## config.mk

```make
export PLATFORM = sky130hd
export DESIGN_NAME = stuffed_frame_deframer_crc16_flat
export DESIGN_NICKNAME = d
export VERILOG_FILES = /design/src/design/sfd_pkg.sv /design/src/design/sfd_rx_if.sv /design/src/design/sfd_res_if.sv /design/src/design/stuffed_frame_deframer_crc16.sv /design/src/design/sfd_in_reg.sv /design/src/design/sfd_core.sv /design/src/design/sfd_out_reg.sv /design/src/flat_wrapper.sv
export VERILOG_INCLUDE_DIRS = /design/src /design/src/design
export SDC_FILE = /design/constraint.sdc
export NUM_CORES = 1
export LEC_CHECK = 0
export BUFFER_PORTS_ARGS = -buffer_cell sky130_fd_sc_hd__buf_2
export CAP_MARGIN = 10
export CORE_MARGIN = 2
export CORE_UTILIZATION = 45
export CTS_CLUSTER_SIZE = 12
export DETAILED_ROUTE_END_ITERATION = 16
export HOLD_SLACK_MARGIN = 0.15
export PLACE_DENSITY = 0.74
export REMOVE_ABC_BUFFERS = 1
export SYNTH_ARGS = -nofsm -noshare
export SYNTH_HDL_FRONTEND = slang
export SYNTH_HIERARCHICAL = 1
export SYNTH_SLANG_ARGS = --single-unit
```

## constraint.sdc

```tcl
create_clock -name clk -period 2.8 [get_ports clk]
set_clock_uncertainty 0.05 [all_clocks]
set_input_delay 0.42 -clock clk [delete_from_list [all_inputs] [get_ports clk]]
set_output_delay 0.42 -clock clk [all_outputs]
set_load 0.01 [all_outputs]
```

## src/design/stuffed_frame_deframer_crc16_assert.svh

```systemverilog
// ----------------------------------------------------------------------------
// Assertion helpers for the stuffed frame deframer
// Clocked on clk, disabled while arst_n is low.
// ----------------------------------------------------------------------------
`ifndef STUFFED_FRAME_DEFRAMER_CRC16_ASSERT_SVH
`define STUFFED_FRAME_DEFRAMER_CRC16_ASSERT_SVH

// same-cycle implication
`define SFD_ASSERT_IMP(lbl, ante, cons, msg) \
	lbl: assert property (@(posedge clk) disable iff (!arst_n) (ante) |-> (cons)) \
		else $error(msg);

// next-cycle implication
`define SFD_ASSERT_NXT(lbl, ante, cons, msg) \
	lbl: assert property (@(posedge clk) disable iff (!arst_n) (ante) |=> (cons)) \
		else $error(msg);

`endif

```

## src/design/sfd_pkg.sv

```systemverilog
`timescale 1ns / 1ps
// ----------------------------------------------------------------------------
// sfd_pkg
// Types, constants and the CRC-16 byte update shared by the deframer.
// ----------------------------------------------------------------------------
package sfd_pkg;

	localparam logic [7:0] MAX_LEN    = 8'd128;
	localparam logic [7:0] START_BYTE = 8'h7E;
	localparam logic [7:0] ESC_BYTE   = 8'h7D;
	localparam logic [7:0] ESC_FLIP   = 8'h20;
	localparam logic [15:0] CRC_POLY  = 16'hA001;
	localparam logic [15:0] CRC_INIT  = 16'hFFFF;

	typedef enum logic [7:0] {
		PH_WAIT = 8'b0000_0001,
		PH_ADDR = 8'b0000_0010,
		PH_KIND = 8'b0000_0100,
		PH_SEQ  = 8'b0000_1000,
		PH_LEN  = 8'b0001_0000,
		PH_PAY  = 8'b0010_0000,
		PH_CRCL = 8'b0100_0000,
		PH_CRCH = 8'b1000_0000
	} phase_t;

	typedef enum logic [1:0] {
		ST_GOOD    = 2'd0,
		ST_CRC_BAD = 2'd1,
		ST_TOO_LONG = 2'd2,
		ST_ABORT   = 2'd3
	} status_t;

	localparam logic KIND_PAYLOAD = 1'b0;
	localparam logic KIND_REPORT  = 1'b1;

	typedef struct packed {
		logic       hit;
		logic       kind;
		logic [7:0] data;
		logic [1:0] status;
		logic [7:0] dest_addr;
		logic [7:0] frame_kind;
		logic [7:0] seq_no;
		logic [7:0] pay_len;
		logic       last_of_frame;
	} result_t;

	// reflected CRC-16, one byte
	function automatic logic [15:0] crc16_step(input logic [15:0] crc, input logic [7:0] b);
		logic [15:0] c;
		c = crc ^ {8'h00, b};
		for (int i = 0; i < 8; i++) begin
			c = c[0] ? ((c >> 1) ^ CRC_POLY) : (c >> 1);
		end
		return c;
	endfunction

endpackage

```

## src/design/sfd_rx_if.sv

```systemverilog
`timescale 1ns / 1ps
// ----------------------------------------------------------------------------
// sfd_rx_if
// Raw line byte channel, valid/ready.
// ----------------------------------------------------------------------------
interface sfd_rx_if;
	logic       valid;
	logic       ready;
	logic [7:0] rx_byte;

	modport source (output valid, output rx_byte, input ready);
	modport sink (input valid, input rx_byte, output ready);
endinterface

```

## src/design/sfd_res_if.sv

```systemverilog
`timescale 1ns / 1ps
// ----------------------------------------------------------------------------
// sfd_res_if
// Result channel: payload bytes and frame end reports, valid/ready.
// ----------------------------------------------------------------------------
interface sfd_res_if;
	logic       valid;
	logic       ready;
	logic       kind;
	logic [7:0] data;
	logic [1:0] status;
	logic [7:0] dest_addr;
	logic [7:0] frame_kind;
	logic [7:0] seq_no;
	logic [7:0] pay_len;
	logic       last_of_frame;

	modport source (output valid, output kind, output data, output status,
		output dest_addr, output frame_kind, output seq_no, output pay_len,
		output last_of_frame, input ready);
	modport sink (input valid, input kind, input data, input status,
		input dest_addr, input frame_kind, input seq_no, input pay_len,
		input last_of_frame, output ready);
endinterface

```

## src/design/stuffed_frame_deframer_crc16.sv

```systemverilog
`timescale 1ns / 1ps
// A result is registered in the result register after its byte leaves the input register.
// Throughput: one line byte per cycle unless results back up; a no-result byte still uses a step.
// The input register is freed whenever the result register is empty or being read.
// Reset (arst_n low) empties both registers and returns the parser to waiting for a start byte.
// ----------------------------------------------------------------------------
// stuffed_frame_deframer_crc16
// Byte-stuffed frame receiver with CRC-16 check, one raw byte per transfer.
// ----------------------------------------------------------------------------
module stuffed_frame_deframer_crc16 import sfd_pkg::*; (
	input  logic      clk,
	input  logic      arst_n,
	sfd_rx_if.sink    rx,
	sfd_res_if.source res
);

	logic       step;
	logic       out_free;
	logic [7:0] byte_s1;
	result_t    rslt;

	sfd_in_reg u_in_reg (
		.clk      (clk),
		.arst_n   (arst_n),
		.rx       (rx),
		.out_free (out_free),
		.step     (step),
		.rx_byte  (byte_s1)
	);

	sfd_core u_core (
		.clk     (clk),
		.arst_n  (arst_n),
		.step    (step),
		.rx_byte (byte_s1),
		.rslt    (rslt)
	);

	sfd_out_reg u_out_reg (
		.clk      (clk),
		.arst_n   (arst_n),
		.step     (step),
		.rslt     (rslt),
		.out_free (out_free),
		.res      (res)
	);

endmodule

```

## src/design/sfd_in_reg.sv

```systemverilog
`timescale 1ns / 1ps
// ----------------------------------------------------------------------------
// sfd_in_reg
// Input register: holds one raw byte until the parser can take it.
// ----------------------------------------------------------------------------
module sfd_in_reg import sfd_pkg::*; (
	input  logic       clk,
	input  logic       arst_n,
	sfd_rx_if.sink     rx,
	input  logic       out_free,
	output logic       step,
	output logic [7:0] rx_byte
);

	logic       valid_s1;
	logic [7:0] byte_s1;

	assign step     = valid_s1 && out_free;
	assign rx.ready = !valid_s1 || out_free;
	assign rx_byte  = byte_s1;

	always_ff @(posedge clk or negedge arst_n) begin
		if (!arst_n) begin
			valid_s1 <= 1'b0;
		end else if (rx.ready) begin
			valid_s1 <= rx.valid;
		end
	end

	always_ff @(posedge clk) begin
		if (rx.ready && rx.valid) begin
			byte_s1 <= rx.rx_byte;
		end
	end

endmodule

```

## src/design/sfd_core.sv

```systemverilog
`timescale 1ns / 1ps
// ----------------------------------------------------------------------------
// sfd_core
// Destuffing, header parse, CRC update and frame status for one byte.
// ----------------------------------------------------------------------------
`include "stuffed_frame_deframer_crc16_assert.svh"

module sfd_core import sfd_pkg::*; (
	input  logic       clk,
	input  logic       arst_n,
	input  logic       step,
	input  logic [7:0] rx_byte,
	output result_t    rslt
);

	phase_t      phase_q, phase_n;
	logic        esc_q, esc_n;
	logic [7:0]  addr_q, addr_n;
	logic [7:0]  kind_q, kind_n;
	logic [7:0]  seq_q, seq_n;
	logic [7:0]  len_q, len_n;
	logic [7:0]  cnt_q, cnt_n;
	logic [15:0] crc_q, crc_n;
	logic [7:0]  crcl_q, crcl_n;

	logic [7:0]  b_eff;
	logic [15:0] crc_upd;
	logic [7:0]  cnt_inc;

	function automatic result_t make_report(input logic [1:0] st, input logic [7:0] a,
		input logic [7:0] k, input logic [7:0] s, input logic [7:0] l);
		result_t r;
		r               = '0;
		r.hit           = 1'b1;
		r.kind          = KIND_REPORT;
		r.status        = st;
		r.dest_addr     = a;
		r.frame_kind    = k;
		r.seq_no        = s;
		r.pay_len       = l;
		r.last_of_frame = 1'b1;
		return r;
	endfunction

	assign b_eff   = esc_q ? (rx_byte ^ ESC_FLIP) : rx_byte;
	assign crc_upd = crc16_step(crc_q, b_eff);
	assign cnt_inc = cnt_q + 8'd1;

	always_comb begin
		phase_n = phase_q;
		esc_n   = esc_q;
		addr_n  = addr_q;
		kind_n  = kind_q;
		seq_n   = seq_q;
		len_n   = len_q;
		cnt_n   = cnt_q;
		crc_n   = crc_q;
		crcl_n  = crcl_q;
		rslt    = '0;

		if (rx_byte == START_BYTE) begin
			// start byte mid-frame closes the old frame as aborted
			if (phase_q != PH_WAIT && phase_q != PH_ADDR) begin
				rslt = make_report(ST_ABORT, addr_q, kind_q, seq_q, len_q);
			end
			phase_n = PH_ADDR;
			esc_n   = 1'b0;
			addr_n  = '0;
			kind_n  = '0;
			seq_n   = '0;
			len_n   = '0;
			cnt_n   = '0;
			crc_n   = CRC_INIT;
			crcl_n  = '0;
		end else if (phase_q == PH_WAIT) begin
			// idle byte, dropped
		end else if (!esc_q && rx_byte == ESC_BYTE) begin
			esc_n = 1'b1;
		end else begin
			esc_n = 1'b0;
			case (phase_q)
				PH_ADDR: begin
					addr_n  = b_eff;
					crc_n   = crc_upd;
					phase_n = PH_KIND;
				end
				PH_KIND: begin
					kind_n  = b_eff;
					crc_n   = crc_upd;
					phase_n = PH_SEQ;
				end
				PH_SEQ: begin
					seq_n   = b_eff;
					crc_n   = crc_upd;
					phase_n = PH_LEN;
				end
				PH_LEN: begin
					len_n = b_eff;
					if (b_eff > MAX_LEN) begin
						rslt    = make_report(ST_TOO_LONG, addr_q, kind_q, seq_q, b_eff);
						phase_n = PH_WAIT;
					end else begin
						crc_n   = crc_upd;
						cnt_n   = '0;
						phase_n = (b_eff == 8'd0) ? PH_CRCL : PH_PAY;
					end
				end
				PH_PAY: begin
					crc_n = crc_upd;
					cnt_n = cnt_inc;
					if (cnt_inc >= len_q) begin
						phase_n = PH_CRCL;
					end
					rslt.hit  = 1'b1;
					rslt.kind = KIND_PAYLOAD;
					rslt.data = b_eff;
				end
				PH_CRCL: begin
					crcl_n  = b_eff;
					phase_n = PH_CRCH;
				end
				PH_CRCH: begin
					rslt = make_report(({b_eff, crcl_q} == crc_q) ? ST_GOOD : ST_CRC_BAD,
						addr_q, kind_q, seq_q, len_q);
					phase_n = PH_WAIT;
				end
				default: begin
					phase_n = PH_WAIT;
				end
			endcase
		end
	end

	always_ff @(posedge clk or negedge arst_n) begin
		if (!arst_n) begin
			phase_q <= PH_WAIT;
			esc_q   <= 1'b0;
			addr_q  <= '0;
			kind_q  <= '0;
			seq_q   <= '0;
			len_q   <= '0;
			cnt_q   <= '0;
			crc_q   <= CRC_INIT;
			crcl_q  <= '0;
		end else if (step) begin
			phase_q <= phase_n;
			esc_q   <= esc_n;
			addr_q  <= addr_n;
			kind_q  <= kind_n;
			seq_q   <= seq_n;
			len_q   <= len_n;
			cnt_q   <= cnt_n;
			crc_q   <= crc_n;
			crcl_q  <= crcl_n;
		end
	end

	`SFD_ASSERT_NXT(a_start_opens, step && rx_byte == START_BYTE, phase_q == PH_ADDR && !esc_q && crc_q == CRC_INIT, "start byte did not open a frame")
	`SFD_ASSERT_IMP(a_wait_no_esc, phase_q == PH_WAIT, !esc_q, "escape pending while waiting for start")
	`SFD_ASSERT_IMP(a_cnt_bound, 1'b1, cnt_q <= len_q, "payload count ran past length")
	`SFD_ASSERT_IMP(a_pay_len_ok, phase_q == PH_PAY, len_q != 8'd0 && len_q <= MAX_LEN, "payload phase with bad length")

endmodule

```

## src/design/sfd_out_reg.sv

```systemverilog
`timescale 1ns / 1ps
// ----------------------------------------------------------------------------
// sfd_out_reg
// Result register driving the result channel.
// ----------------------------------------------------------------------------
module sfd_out_reg import sfd_pkg::*; (
	input  logic    clk,
	input  logic    arst_n,
	input  logic    step,
	input  result_t rslt,
	output logic    out_free,
	sfd_res_if.source res
);

	logic    valid_q;
	result_t res_q;

	assign out_free          = !valid_q || res.ready;
	assign res.valid         = valid_q;
	assign res.kind          = res_q.kind;
	assign res.data          = res_q.data;
	assign res.status        = res_q.status;
	assign res.dest_addr     = res_q.dest_addr;
	assign res.frame_kind    = res_q.frame_kind;
	assign res.seq_no        = res_q.seq_no;
	assign res.pay_len       = res_q.pay_len;
	assign res.last_of_frame = res_q.last_of_frame;

	always_ff @(posedge clk or negedge arst_n) begin
		if (!arst_n) begin
			valid_q <= 1'b0;
		end else if (step) begin
			valid_q <= rslt.hit;
		end else if (res.ready) begin
			valid_q <= 1'b0;
		end
	end

	always_ff @(posedge clk) begin
		if (step && rslt.hit) begin
			res_q <= rslt;
		end
	end

endmodule

```

## src/flat_wrapper.sv

```systemverilog
// flat-port wrapper written by rule: the top's interface ports become plain ports
module stuffed_frame_deframer_crc16_flat import sfd_pkg::*;
  (clk, arst_n, rx_valid, rx_rx_byte, rx_ready, res_valid, res_kind, res_data, res_status, res_dest_addr, res_frame_kind, res_seq_no, res_pay_len, res_last_of_frame, res_ready);
  sfd_rx_if rx_i ();
  sfd_res_if res_i ();
  input  logic clk;
  input  logic arst_n;
  input wire logic [$bits(rx_i.valid)-1:0] rx_valid;
  input wire logic [$bits(rx_i.rx_byte)-1:0] rx_rx_byte;
  output wire logic [$bits(rx_i.ready)-1:0] rx_ready;
  output wire logic [$bits(res_i.valid)-1:0] res_valid;
  output wire logic [$bits(res_i.kind)-1:0] res_kind;
  output wire logic [$bits(res_i.data)-1:0] res_data;
  output wire logic [$bits(res_i.status)-1:0] res_status;
  output wire logic [$bits(res_i.dest_addr)-1:0] res_dest_addr;
  output wire logic [$bits(res_i.frame_kind)-1:0] res_frame_kind;
  output wire logic [$bits(res_i.seq_no)-1:0] res_seq_no;
  output wire logic [$bits(res_i.pay_len)-1:0] res_pay_len;
  output wire logic [$bits(res_i.last_of_frame)-1:0] res_last_of_frame;
  input wire logic [$bits(res_i.ready)-1:0] res_ready;
  assign rx_i.valid = rx_valid;
  assign rx_i.rx_byte = rx_rx_byte;
  assign rx_ready = rx_i.ready;
  assign res_valid = res_i.valid;
  assign res_kind = res_i.kind;
  assign res_data = res_i.data;
  assign res_status = res_i.status;
  assign res_dest_addr = res_i.dest_addr;
  assign res_frame_kind = res_i.frame_kind;
  assign res_seq_no = res_i.seq_no;
  assign res_pay_len = res_i.pay_len;
  assign res_last_of_frame = res_i.last_of_frame;
  assign res_i.ready = res_ready;
  stuffed_frame_deframer_crc16 u_core (.clk(clk), .arst_n(arst_n), .rx(rx_i), .res(res_i));
endmodule
```

-- Word level (Yosys, flattened, before mapping)
Cells that the tools add are included.
- output and inout bits: 46
- bits in registers: 127
- input bits: 12
- word-level logic and storage cells: 138
- bitwise logic cells: 10
- add/sub/neg operators: 1
- muxes and demuxes: 59
- $lt $le $gt $ge: 2
- reductions and logical operators: 29
- eq/ne operators: 17
- operator list (kind ; count):
    45-bit two-way mux ; 5
    8-bit two-way mux ; 28
    16-bit two-way mux ; 12
    35-bit one-hot mux with 2 select lines ; 1
    8-bit one-hot mux with 6 select lines ; 1
    16-bit one-hot mux with 2 select lines ; 1
    10-bit one-hot mux with 3 select lines ; 1
    8-bit by 7-bit equality test with 1-bit output (second input constant) ; 3
    2-bit NOT with 3-bit output ; 8
    4-bit AND reduction ; 6
    16-bit equality test ; 1
    8-bit one-hot mux with 2 select lines ; 1
    16-bit by 8-bit XOR with 16-bit output ; 1
    7-bit two-way mux ; 2
    2-bit nonzero test ; 6
    5-bit AND reduction ; 2
    8-bit by 1-bit adder with 8-bit output (second input constant) ; 1
    8-bit by 1-bit equality test with 1-bit output (second input constant) ; 1
    8-bit by 2-bit equality test with 1-bit output (second input constant) ; 1
    8-bit by 3-bit equality test with 1-bit output (second input constant) ; 1
    8-bit by 4-bit equality test with 1-bit output (second input constant) ; 1
    8-bit by 5-bit equality test with 1-bit output (second input constant) ; 1
    8-bit by 6-bit equality test with 1-bit output (second input constant) ; 1
    8-bit equality test (second input constant) ; 1
    other kinds (16) ; 31

-- Depth between registers and ports, before layout
Gate-level depths: netlist of the first run.
- word-level depth: 24
- gate-level depth with buffers: 11
- depth with buffers taken out: 10

-- Cells and area by module
The synthesis of the first run kept the hierarchy.
- by module, submodules not included (module ; cells an instance ; area an instance (um^2) ; instances):
    sfd_core ; 469 ; 4281.6 ; 1
    sfd_out_reg ; 48 ; 1376.3 ; 1
    sfd_in_reg ; 13 ; 300.3 ; 1

-- Worst setup path after synthesis of the first run
OpenSTA, ideal clock, no wires.
- path type: flip-flop to flip-flop
- from: register u_core.u_core.phase_q[0]
- to: register u_core.u_out_reg.res_q (netlist bit u_core/u_out_reg/res.data[0]) (enable)
- stages on the path, launching flop included: 11
- library setup time: 0.361 ns
- required time: 2.389 ns
- period minus slack after synthesis: 2.835 ns
- path buffers: 1
- slack: -0.035 ns
- arrival: 2.424 ns
- cell sequence: dfstp_2 buf_6 or4_4 nor3_4 nand2_2 nor2_8 inv_4 a21oi_4 a2bb2oi_4 or2_1 and2_4
- RTL lines (item ; RTL line ; RTL):
    start, declared ; sfd_core.sv:16 ; phase_t phase_q, phase_n;
    start signal, assigned ; sfd_core.sv:146 ; phase_q <= phase_n;
    end signal, assigned ; sfd_out_reg.sv:41 ; res_q <= rslt;
    end, declared ; sfd_out_reg.sv:16 ; result_t res_q;

==> results of run 1 <==
[tightest hold or removal path, delay by kind of cell]
family                 cells  cell delay (ns)
buffers and inverters      1             0.08
AO/OA/AOI/OAI              1             0.06
AND/OR/NAND/NOR            1             0.14
[cell type report]
cell class	instances	area [um^2]
fill	1085	5794
sequential	127	3460
multi-input combinational	370	2366
timing repair buffer	101	640.6
clock buffer	21	450.4
tap	176	220.2
clock inverter	11	106.4
inverter	12	47.55
[flip-flops by register name, indices dropped and copies added (netlist names), 8 cells and up]
register / flops
u_core/u_in_reg/rx_byte: 8
u_core/u_core/phase_q: 8
u_core/u_out_reg/res.frame_kind: 8
u_core/u_core/seq_q: 8
u_core/u_out_reg/res.seq_no: 8
u_core/u_out_reg/res.dest_addr: 8
u_core/u_core/cnt_q: 8
u_core/u_core/kind_q: 8
u_core/u_out_reg/res.data: 8
u_core/u_core/crcl_q: 8
u_core/u_core/len_q: 8
u_core/u_core/crc_q: 16
u_core/u_out_reg/res.pay_len: 8
u_core/u_core/addr_q: 8
[stage by stage]
step / TNS [ns] / utilization, % / setup WS, ns / instance area, um^2
finish: 0 / 55.72 / 0.03751 / 7291
floorplan: -14.40 / - / -0.3113 / 5844
CTS: -0.006462 / 55.58 / -0.006462 / 7273
global placement: 0 / 50.48 / 0.09506 / 6605
global route: -0.06514 / 55.72 / -0.03286 / 7291
detailed placement: -0.03161 / 50.48 / -0.03161 / 6605
[timing repair]
item / in CTS / in global routing
setup buffers: 0 / 0
hold buffers: 10 / 0
resized for setup: 1 / 2
cloned: 0 / 1
endpoints found under the setup margin: 1 / 49
pin swaps: 1 / 0
endpoints found under the hold margin: 40 / 0
[layer usage]
metal | wire length (um) | share of wire, % | GRT usage [%] | vias to the layer above
met5 | 0 | 0 | 0 | -
met1 | 5705 | 43 | 24.67 | 2062
met3 | 846 | 6.4 | 5.077 | 21
met4 | 231 | 1.7 | 7.589 | 0
met2 | 6514 | 49 | 32.76 | 140
li1 | - | - | - | 2021
[how the worst max path moves through the flow]
| stage | to | slack, ns | cells past startpoint |
|---|---|---|---|
| final | u_core/u_out_reg/res.valid$_DFFE_PN0P_ | 0.04 | 10 |
| after global placement | u_core/u_out_reg/res.valid$_DFFE_PN0P_ | 0.1 | 10 |
| after global routing | u_core/u_out_reg/res.valid$_DFFE_PN0P_ | -0.03 | 10 |
| after detailed placement | u_core/u_out_reg/res.valid$_DFFE_PN0P_ | -0.03 | 10 |
| after floorplan | u_core/u_out_reg/res.data[0]$_DFFE_PP_ | -0.31 | 6 |
| after CTS | u_core/u_out_reg/res.valid$_DFFE_PN0P_ | -0.006 | 10 |
[cells by family after synthesis]
family | after synthesis | synth area share, %
compound gates | 94 | 9.534
xor+xnor | 44 | 6.699
fa+ha+maj | 9 | 1.890
buf+inv | 34 | 2.709
flops | 127 | 58.06
mux | 16 | 3.003
simple gates | 206 | 18.10
[placed cells by master (no fill, tap or decap), types with 2 or more instances in the layout]
cell	netlist	layout
dfrtp_1	58	58
ha_1	9	9
inv_6	0	4
and2_1	35	35
nand2_1	84	84
inv_4	1	3
nor4b_1	2	2
or4_4	2	2
nand3b_1	2	2
and3_1	4	4
buf_4	0	34
and2_4	2	3
nand3_1	4	4
a22o_1	6	6
mux2_2	15	15
dfstp_2	17	17
o21ai_0	43	43
nand2b_4	2	2
inv_1	11	11
edfxtp_1	52	52
dlygate4sd3_1	0	10
buf_2	4	57
nand4_1	4	4
a21o_1	4	4
xnor2_1	21	21
o21ai_1	18	18
clkbuf_16	0	17
a21oi_1	11	11
clkbuf_1	12	3
or4_1	3	3
nor3_1	3	3
xor2_1	22	22
nor2_1	30	30
nor4_1	4	4
clkinvlp_4	0	2
nor2b_1	6	6
nand2b_1	9	9
[power groups by stage]
stage	sequential [mW]	clock, mW	combinational (mW)
4_1_cts	2.42	2.10	1.20
5_1_grt	2.45	2.18	1.35
2_1_floorplan	2.41	0	0.883
3_3_place_gp	2.43	0	1.13
3_5_place_dp	2.45	0	1.17
6_report	2.42	2.06	1.21
==> flow_summary_export.csv, run 1 <==
group,metric,value,unit
status,outcome,"complete, no violations",
setup_path,path_buf_inv,1,
setup_path,worstSetupEndpointType,"flip-flop",
cts,root_buffer,"clkbuf_16",
setup_path,arrival,3.00,ns
logic_synthesis,yosys-top-cells-area,"edfxtp_1 (26%), dfrtp_1 (24%), dfstp_2 (7.5%)",
global_route,first_global_vias,4273,
power_and_ir_drop,clkPwrFrac,36.2,%
logic_synthesis,yosysMostFrequentCell,"nand2_1",
power_and_ir_drop,power.total,5.679,mW
route,wire_per_inst,16.26,um
floorplanning,die_x,119.1,um
timing,grt_setup_unrepaired,"true",
logic_synthesis,ys_async_sr_fraction,59.06,%
cells_and_area,nNetsFinal,650,
floorplanning,initial_core_util,45.53,%
logic_synthesis,synth.cell_area,5958,um^2
timing,finalCritPeriodShare,98.66,%
logic_synthesis,ys_seq_elements,127,
placed_design,port_buffers,57,
timing,fin_crit,2.762,ns
placed_design,hpwl,9387,um
cts,path_clk_slew,0.06,ns
route,drc,0,
setup_path,required,3.04,ns
floorplanning,dieArea,14180,um^2
cts,clk_path_buf_depth,2,
cts,clk_latency,0.41,ns
setup_path,rr_startpoint,"u_core/u_in_reg/rx_byte[6]$_DFFE_PP_",
setup_path,rr_endpoint,"u_core/u_out_reg/res.valid$_DFFE_PN0P_",
power_and_ir_drop,p_sw_share,28.96,%
global_route,grt_pass1_wl,21380,um
logic_synthesis,yosysWarnings,6,
setup_path,worstSetupStartpointType,"flip-flop",
logic_synthesis,avgSynthCellArea,11.24,um^2
timing,fmax,0.3620,GHz
timing,timing.slew.headroom,51.85,%
power_and_ir_drop,power.leakage,3.216,nW
logic_synthesis,synth_edf_count,52,
cells_and_area,layout-drive-gt1-share,26.79,%
worst_hold_path,hp-start,"res_ready",
placed_design,placedCellCount,775,
timing,drv_slew,0,
timing,holdWs,0.2748,ns
floorplanning,rows,42,
setup_path,cp_slowest_cell,"or4_1",
power_and_ir_drop,p_int,4.034,mW
setup_path,critPathTopFamily,"simple AND/OR/NAND/NOR gates",
route,routed_wl,13300,um
logic_synthesis,synth-main-ff-cell,"dfrtp_1",
global_route,grt_use_total,19.68,%
floorplanning,num_io_pins,58,
placed_design,gp_congestion,0.8720,
cts,cts.sinks,127,
worst_hold_path,whs_path_depth,3,
worst_hold_path,hold_end,"u_core/u_out_reg/res.valid$_DFFE_PN0P_",
global_route,grt_max_degree,46,
floorplanning,die_h,119.1,um
setup_path,worstSetupStartpoint,"u_core/u_in_reg/rx_byte[6]$_DFFE_PP_",
worst_hold_path,holdCritPathClass,"input pin to flip-flop",
route,drt_iter0_drc,268,
power_and_ir_drop,powerDensity,779.0,nW/um^2
cts,cts_tree,"done",
setup_path,r2r_cells,10,
route,first_pass_iters,4,
global_route,grt-ovfl-total,0,
logic_synthesis,synth-seq-area-share,58.06,%
setup_path,path_cells,"or4_1 > or4_4 > nand2_4 > nor2_8 > inv_4 > a21oi_4 > a2bb2oi_4 > or2_1 > and2_4 > o21bai_4",
power_and_ir_drop,vdd_drop_max,0.3153,mV
setup_path,crit_type,"flip-flop to flip-flop",
cts,cts-htree-levels,4,
setup_path,rrSetupSlack,0.04,ns
logic_synthesis,synth_area_leader_cell,"edfxtp_1",
logic_synthesis,synth.top_cell.area_share,26.21,%
power_and_ir_drop,seqPwrFrac,42.5,%
timing,finalHoldViolCount,0,
route,drtAntennaViolNets,0,
cts,numCtsBuffers,17,
route,viasPerCell,5.188,
cells_and_area,synthToLayoutAreaGrowth,22.36,%
logic_synthesis,ys_types,58,
power_and_ir_drop,p_sw,1.645,mW
cells_and_area,final_cells,818,
timing,finalSetupViolations,0,
setup_path,crit_fanout,22,
route,routed-via-count,4244,
floorplanning,core_area,13090,um^2
power_and_ir_drop,comb_power_share,21.2,%
global_route,antenna_found_initial,0,
logic_synthesis,syn_inst,530,
run,max_cap_viol_count,0,
cells_and_area,insertedDiodeCount,0,
logic_synthesis,ys_top_cells_by_count,"nand2_1 (84), dfrtp_1 (58), edfxtp_1 (52)",
timing,worst_slew_pin_slew,0.7223,ns
setup_path,max_stage_delay,0.53,ns
No activity file was read; power rests on OpenSTA's default activity.
==> inputs of run 2 (changes only) <==
Settings changed: CORE_MARGIN 2 to default, CTS_BUF_LIST from default to sky130_fd_sc_hd__clkbuf_2.
==> run 2 against run 1 <==
  * Global-route usage grew 0.91 points
  * Count of clock-buffer cells in the layout down 1
  * Via count is 1.8% lower
  * Cell count unchanged
  * Sequential cell count stayed put
  * Non-clock buffer count is 3 higher
  * Largest cell class unchanged
  * Highest routed layer unchanged
==> flow_summary_export.csv, run 2 (synthesis gave the netlist of run 1 again) <==
group,metric,value,unit
route,drt_iter0_drc,207,
timing,finalSetupViolations,0,
cts,clk_path_buf_depth,2,
setup_path,worstSetupStartpoint,"u_core/u_in_reg/rx_byte[6]$_DFFE_PP_",
cells_and_area,nNetsFinal,654,
cells_and_area,synthToLayoutAreaGrowth,17.93,%
setup_path,rr_startpoint,"u_core/u_in_reg/rx_byte[6]$_DFFE_PP_",
run,max_cap_viol_count,0,
setup_path,arrival,3.13,ns
cells_and_area,stdcell_area,7027,um^2
timing,timing.slew.headroom,64.08,%
power_and_ir_drop,powerDensity,684.1,nW/um^2
floorplanning,num_io_pins,58,
floorplanning,die_h,117.1,um
placed_design,placedCellCount,772,
setup_path,worstSetupEndpointType,"flip-flop",
timing,fmax,0.3676,GHz
cells_and_area,fill_cells,1112,
power_and_ir_drop,power.leakage,3.117,nW
cells_and_area,largest-register,"u_core/u_core/crc_q",
global_route,antenna_found_initial,0,
setup_path,worstSetupStartpointType,"flip-flop",
status,outcome,"complete, no violations",
global_route,first_global_vias,4139,
setup_path,rrSetupSlack,0.08,ns
placed_design,port_buffers,57,
route,routed_wl,12740,um
timing,fin_crit,2.720,ns
setup_path,critPathTopFamily,"simple AND/OR/NAND/NOR gates",
placed_design,post_dp_cell_area,6620,um^2
floorplanning,rows,41,
cts,cts.sinks,127,
cells_and_area,layout-drive-gt1-share,27.24,%
cts,root_buffer,"clkbuf_2",
timing,grt_setup_unrepaired,"false",
placed_design,hpwl,8599,um
setup_path,crit_type,"flip-flop to flip-flop",
setup_path,path_buf_inv,1,
cells_and_area,final_cells,818,
cells_and_area,insertedDiodeCount,0,
setup_path,cp_slowest_cell,"or4_1",
global_route,grt_pass1_wl,20580,um
timing,worst_slew_pin_slew,0.5387,ns
floorplanning,die_x,117.1,um
floorplanning,initial_core_util,46.65,%
cts,cts_setup_buffers,0,
cells_and_area,largest_reg_flops,16,
route,drtAntennaViolNets,0,
setup_path,path_cells,"or4_1 > or4_4 > nand2_4 > nor2_8 > inv_4 > a21oi_4 > a2bb2oi_4 > or2_4 > and2_2",
cells_and_area,final_cell_mix,"nand2_1 (84), dfrtp_1 (58), buf_2 (57)",
cts,numCtsBuffers,17,
cts,clk_latency,0.71,ns
placed_design,gp_congestion,0.9085,
timing,drv_slew,0,
cells_and_area,layout_commonest_cell,"nand2_1",
route,viasPerCell,5.097,
route,wire_per_inst,15.58,um
global_route,grt_max_degree,76,
setup_path,crit_fanout,11,
route,routed-via-count,4169,
cells_and_area,post-route-util,55.01,%
route,first_pass_iters,5,
timing,finalHoldViolCount,0,
cts,cts-htree-levels,4,
route,drc,0,
setup_path,required,3.21,ns
floorplanning,dieArea,13700,um^2
floorplanning,core_area,12770,um^2
power_and_ir_drop,vdd_drop_max,0.3408,mV
global_route,grt-ovfl-total,0,
global_route,grt_use_total,20.60,%
setup_path,max_stage_delay,0.53,ns
timing,finalCritPeriodShare,97.15,%
worst_hold_path,holdCritPathClass,"input pin to asynchronous set/reset pin",
cts,path_clk_slew,0.18,ns
cts,cts_tree,"done",
## run 2: changes by cell type in the layout (fill, tap and decap cells not counted), moves of 2 or more
cell	before	now
bufinv_16	1	3
clkbuf_2	0	20
dlygate4sd3_1	10	12
clkbuf_16	17	0
clkbuf_1	3	0
## run 2: area by class of cell
| type | instances | area, um^2 | share of cell area, % |
|---|---|---|---|
| Multi-Input combinational cell | 371 | 2365 | 33.65 |
| Timing Repair Buffer | 104 | 680.7 | 9.687 |
| Clock buffer | 20 | 100.1 | 1.425 |
| Inverter | 12 | 47.55 | 0.6766 |
| Clock inverter | 12 | 158.9 | 2.261 |
| Sequential cell | 127 | 3460 | 49.23 |
| Tap cell | 172 | 215.2 | 3.063 |
## run 2: through the flow
stage	power (mW)	TNS, ns	setup WS, ns	hold WS, ns
6_report	4.807	0	0.07973	0.1670
5_1_grt	5.083	0	0.003045	0.1825
4_1_cts	4.833	0	0.01449	0.1543
3_5_place_dp	3.592	0	0.0004472	0.4124
3_3_place_gp	3.549	0	0.09375	0.4041
2_1_floorplan	3.292	-14.40	-0.3113	0.07441
## run 2: repair_timing
| action | CTS | global route |
|---|---|---|
| gates resized for setup | 2 | 2 |
| hold buffers | 12 | 0 |
| gates cloned | 1 | 1 |
| endpoints found under the setup margin | 31 | 6 |
| endpoints found under the hold margin | 93 | 0 |
| pin swaps | 0 | 1 |
## run 2: routing by layer
metal | vias to the layer above | track usage [%] | part of all wire (%)
met3 | 19 | 5.767 | 5.7
met4 | 0 | 8.354 | 2.0
met2 | 136 | 33.14 | 48
li1 | 2038 | - | -
met1 | 1976 | 26.42 | 44
met5 | - | 0 | 0
## run 2: worst reg2reg max path: cells and delay by family, from the launching register on
kind	cells	cell delay [ns]
DFF	1	0.42
buffers and inverters	1	0.06
and+or+nand+nor	6	1.73
AOI/OAI and AO/OA	2	0.22
## run 2: where the power goes
group / switching, mW / internal [mW]
registers: 0.187 / 2.22
logic: 0.638 / 0.550
clock network: 0.696 / 0.518
## run 2: path summary, 6_finish.rpt
path	end	depth (start not counted)
setup / recovery	u_core/u_out_reg/res.data[0]$_DFFE_PP_	9
hold / removal	u_core/u_core/phase_q[7]$_DFFE_PN0P_	3
setup reg to reg	u_core/u_out_reg/res.data[0]$_DFFE_PP_	9
hold reg to reg	u_core/u_core/crc_q[9]$_DFFE_PN1P_	2
max in group asynchronous	u_core/u_core/crc_q[15]$_DFFE_PN1P_	3
min in group clk	u_core/u_in_reg/rx_byte[4]$_DFFE_PP_	2
